### config.mk
export PLATFORM = sky130hd
export DESIGN_NAME = gbe_front
export DESIGN_NICKNAME = d
export VERILOG_FILES = /design/src/sv/gbe_pkg.sv /design/src/sv/gbe_front.sv
export SDC_FILE = /design/constraint.sdc
export NUM_CORES = 1
export LEC_CHECK = 0
export BUFFER_PORTS_ARGS = -buffer_cell sky130_fd_sc_hd__buf_2
export CORE_MARGIN = 4
export CORE_UTILIZATION = 54
export CTS_BUF_LIST = sky130_fd_sc_hd__clkbuf_16
export DETAILED_ROUTE_END_ITERATION = 12
export GPL_TIMING_DRIVEN = 0
export PLACE_DENSITY = 0.84
export SYNTH_ARGS = -nofsm -noshare
export SYNTH_HDL_FRONTEND = slang
export SYNTH_SLANG_ARGS = --single-unit
### constraint.sdc
create_clock -name clk -period 4.36 [get_ports clk]
set_clock_uncertainty 0.1 [all_clocks]
set_input_delay 0.872 -clock clk [delete_from_list [all_inputs] [get_ports clk]]
set_output_delay 0.872 -clock clk [all_outputs]
set_load 0.05 [all_outputs]
### src/sv/gbe_pkg.sv
package gbe_pkg;

  // Request codes as they arrive on req_type
  localparam logic [2:0] REQ_INSERT = 3'd0;
  localparam logic [2:0] REQ_LEFT   = 3'd1;
  localparam logic [2:0] REQ_RIGHT  = 3'd2;
  localparam logic [2:0] REQ_DELETE = 3'd3;
  localparam logic [2:0] REQ_READ   = 3'd4;

  // Fixed field widths
  localparam int CHAR_W = 8;
  localparam int POS_W  = 10;
  localparam int CNT_W  = 11;

  // Operation class decided by the front end
  typedef enum logic [2:0] {
    OP_INSERT,
    OP_LEFT,
    OP_RIGHT,
    OP_DELETE,
    OP_READ,
    OP_NOP
  } op_t;

  // One queued command
  typedef struct packed {
    op_t               op;
    logic [CHAR_W-1:0] ch;
    logic [POS_W-1:0]  pos;
  } cmd_t;

  // Queue handshake towards the back end
  typedef struct packed {
    logic valid;
    cmd_t cmd;
  } cmd_if_t;

endpackage

### src/sv/gbe_front.sv
module gbe_front import gbe_pkg::*; (
  input  logic                     clk,
  input  logic                     rst,
  input  logic                     start,
  input  logic [2:0]               req_type,
  input  logic [CHAR_W-1:0]        char_in,
  input  logic [POS_W-1:0]         read_pos,
  output logic                     busy,
  output cmd_if_t                  head,
  input  logic                     pop
);

  // Two-entry command queue
  cmd_t       q [2];
  logic       wr_ptr;
  logic       rd_ptr;
  logic [1:0] cnt;
  logic       push;
  cmd_t       cmd_in;

  // Decode the request into an operation class
  always_comb begin
    cmd_in.ch  = char_in;
    cmd_in.pos = read_pos;
    unique case (req_type)
      REQ_INSERT: cmd_in.op = OP_INSERT;
      REQ_LEFT:   cmd_in.op = OP_LEFT;
      REQ_RIGHT:  cmd_in.op = OP_RIGHT;
      REQ_DELETE: cmd_in.op = OP_DELETE;
      REQ_READ:   cmd_in.op = OP_READ;
      default:    cmd_in.op = OP_NOP;
    endcase
  end

  assign busy = (cnt == 2'd2);
  assign push = start && !busy;
  assign head = {(cnt != 2'd0), q[rd_ptr]};

  // Queue storage
  always_ff @(posedge clk) begin
    if (push) begin
      q[wr_ptr] <= cmd_in;
    end
  end

  // Queue pointers and fill count
  always_ff @(posedge clk) begin
    if (rst) begin
      wr_ptr <= 1'b0;
      rd_ptr <= 1'b0;
      cnt    <= 2'd0;
    end else begin
      if (push) begin
        wr_ptr <= ~wr_ptr;
      end
      if (pop) begin
        rd_ptr <= ~rd_ptr;
      end
      case ({push, pop})
        2'b10:   cnt <= cnt + 2'd1;
        2'b01:   cnt <= cnt - 2'd1;
        default: cnt <= cnt;
      endcase
    end
  end

  // A transfer into the queue always leaves it non-empty
  a_push_fills: assert property (@(posedge clk) disable iff (rst)
    push |=> (cnt != 2'd0))
    else $error("queue empty after a transfer in");

  // The back end never pops an empty queue
  a_pop_valid: assert property (@(posedge clk) disable iff (rst)
    pop |-> head.valid)
    else $error("pop from empty queue");

endmodule

==> results.toml <==
[final_layout]
design_area_sq_um = 2227
final_cells = 192
diodes = 0
final_nets = 173
area_growth_pct = 27.69
drive_above_1_share_pct = 54.73
nFillCells = 214

[logic_synthesis]
synth-edff-count = 42
syn-num-nets = 119
syn-cell-area_sq_um = 1744
synth_top_cell_by_area = "edfxtp_1"
synthCells = 93
yosysWarningCount = 0
yosysSeqAreaShare_pct = 78.05
ys.flop_type = "edfxtp_1"
syn_area_per_cell_sq_um = 18.75
synth.top_cell.area_share_pct = 72.31
yosys-top-cells-area = "edfxtp_1 (72%), mux2_2 (14%), dfxtp_1 (5.7%), xnor2_1 (1.0%), ha_1 (0.72%)"
async_flop_share_pct = 0
yosysUniqueCellTypes = 20
synth-seq-cells = 47

[worst_setup_path]
path_cells = "buf_2, mux2_2, buf_2"
cpMaxStageDelayCell = "mux2_2"
critPathKind = "reg2out"
r2r_slack_ns = 2.37
crit_arrival_ns = 1.49
cp-start-kind = "flip-flop"
crit_path_max_fanout = 10
required_ns = 3.39
crit_top_cell = "buf_2"
critical-path-max-stage-delay_ns = 0.38
cp-end-kind = "output port"

[pwr]
power_density_nw_per_um2 = 574.2
p_leak_nw = 0.8734
ir_drop_mv = 0.4812

[routing]
drt.antenna.violating_nets = 0
vias = 931
drt_iter0_drc = 38
drt_pass1_iterations = 3
wire_per_inst_microns = 14.95
routed_wl_microns = 2871
drc = 0
vias_per_cell = 4.849

[clock_tree]
postCtsSetupBuffers = 0
clockRootBuffer = "clkbuf_16"
cts_buffers = 5
clkSlewWorstSetupHoldPaths_ns = 0.06
worstSkewPairLatency_ns = 0.28
h-tree-depth = 2
clockBufferDepth = 2
cts_tree = "built"
cts_resized = 0
holdBufCountCts = 0
cts.sinks = 47

[die]
die_x_microns = 64.83
die-area_sq_um = 4203
floorplan.initialDensity_pct = 56.67
core_area_sq_um = 3078
io_pins = 48
die_h_microns = 64.83
rows = 20

[sta]
period_minus_slack_ns = 2.467
rsz0062_at_grt = "false"
fin_tns_setup_ns = 0
slew_violations = 0
relSlewSlack_pct = 36.22
period_share_pct = 56.58
hold_viol = 0
clock.fmax_mhz = 405.4
setup_violations = 0
worstMarginPinSlew_ns = 0.9566

[place]
place.gp.congestion = 0.6682
dp.cells = 184
port-buffer-count = 47
dp_hpwl_microns = 2025
placed_cell_area_sq_um = 2034

[grt]
antenna_found_initial = 0
grt_usage_pct = 16.18
grt_overflow_total = 0
grt_pass1_wl_microns = 4816
grt_pass1_vias = 1044
grt_max_degree = 22

[flow_run]
drv_cap = 0

[min_path]
hp-class = "reg2reg"

[status]
status = "completed"
-- final cells by class --
class,instances,area [sq um],share of cell area (%)
Clock inverter,3,67.56,3.034
Sequential cell,47,1361,61.12
Buffer,3,13.76,0.6180
Timing Repair Buffer,47,235.2,10.56
Multi-Input combinational cell,40,357.8,16.07
Inverter,3,11.26,0.5056
Clock buffer,5,125.1,5.618
Tap cell,44,55.05,2.472
-- power breakdown --
group | switching, mW | internal (mW)
logic | 0.177 | 0.0702
clock network | 0.150 | 0.328
registers | 0.0139 | 0.540
-- critical path, delay by kind of cell, from the launching register on --
kind	cells	cell delay, ns
flip-flops	1	0.35
multiplexers	1	0.38
buffers and inverters	2	0.48
-- worst paths after layout --
check,start,to,cells after the start
setup / recovery,flip-flop,head[4],3
hold / removal,wr_ptr$_SDFFE_PP0P_,wr_ptr$_SDFFE_PP0P_,2
setup reg to reg,cnt[0]$_SDFFE_PP0P_,q[0][18]$_DFFE_PP_,4
hold reg to reg,wr_ptr$_SDFFE_PP0P_,wr_ptr$_SDFFE_PP0P_,2
-- cell usage after synthesis, types with 2 or more instances --
| cell type | number |
|---|---|
| nor2_1 | 3 |
| dfxtp_1 | 5 |
| or3_1 | 2 |
| buf_2 | 2 |
| a21oi_1 | 2 |
| edfxtp_1 | 42 |
| o21ai_0 | 2 |
| mux2_2 | 21 |
| xnor2_1 | 2 |
| inv_1 | 2 |
-- flip-flops by register name (all words and copies together), names as in the netlist, named ones only --
name,count
cnt,2
q,42
rd_ptr,1
wr_ptr,1
-- per-stage QoR --
| step | utilization, % | setup slack, ns | hold slack (ns) | power (mW) |
|---|---|---|---|---|
| floorplan | - | 2.194 | 0.3518 | 0.7526 |
| detailed placement | 66.10 | 1.872 | 0.4048 | 0.8139 |
| global route | 72.36 | 1.819 | 0.4710 | 1.332 |
| CTS | 72.36 | 1.880 | 0.4200 | 1.290 |
| finish | 72.36 | 1.893 | 0.4212 | 1.279 |
| global placement | 66.10 | 1.888 | 0.3651 | 0.8034 |
-- routing by layer --
layer / routed length, microns / vias to the layer above / global-route usage (%)
met5: 0 / - / 0
met4: 64 / 0 / 7.916
met3: 175 / 5 / 6.759
met2: 1539 / 28 / 27.71
met1: 1091 / 443 / 17.00
li1: - / 455 / -
-- cells in the final DEF (no fill, tap or decap) --
cell type / n
dfxtp_1: 5
clkbuf_1: 1
inv_2: 1
o21ai_0: 2
nor2_1: 3
nor2b_1: 1
xor2_1: 1
a21oi_1: 2
edfxtp_1: 42
clkbuf_16: 5
nand2b_2: 1
nand2_1: 1
a21o_1: 1
inv_1: 2
buf_2: 49
bufinv_16: 2
xnor2_1: 2
and3_1: 1
clkinvlp_4: 1
or2_2: 1
mux2_2: 21
or3_1: 2
ha_1: 1
-- logic make-up (layout without fill, tap and decap cells) --
kind of cell / count (synthesis) / after routing / synth area share [%]
multiplexers: 21 / 21 / 13.56
flip-flops: 47 / 47 / 78.05
AND/OR/NAND/NOR: 10 / 10 / 3.157
XOR/XNOR: 3 / 3 / 1.507
AO/OA/AOI/OAI: 5 / 5 / 1.578
adder cells (fa/ha/maj): 1 / 1 / 0.7172
buffers and inverters: 6 / 61 / 1.434
Note: power is estimated with default switching activity, not from simulation.
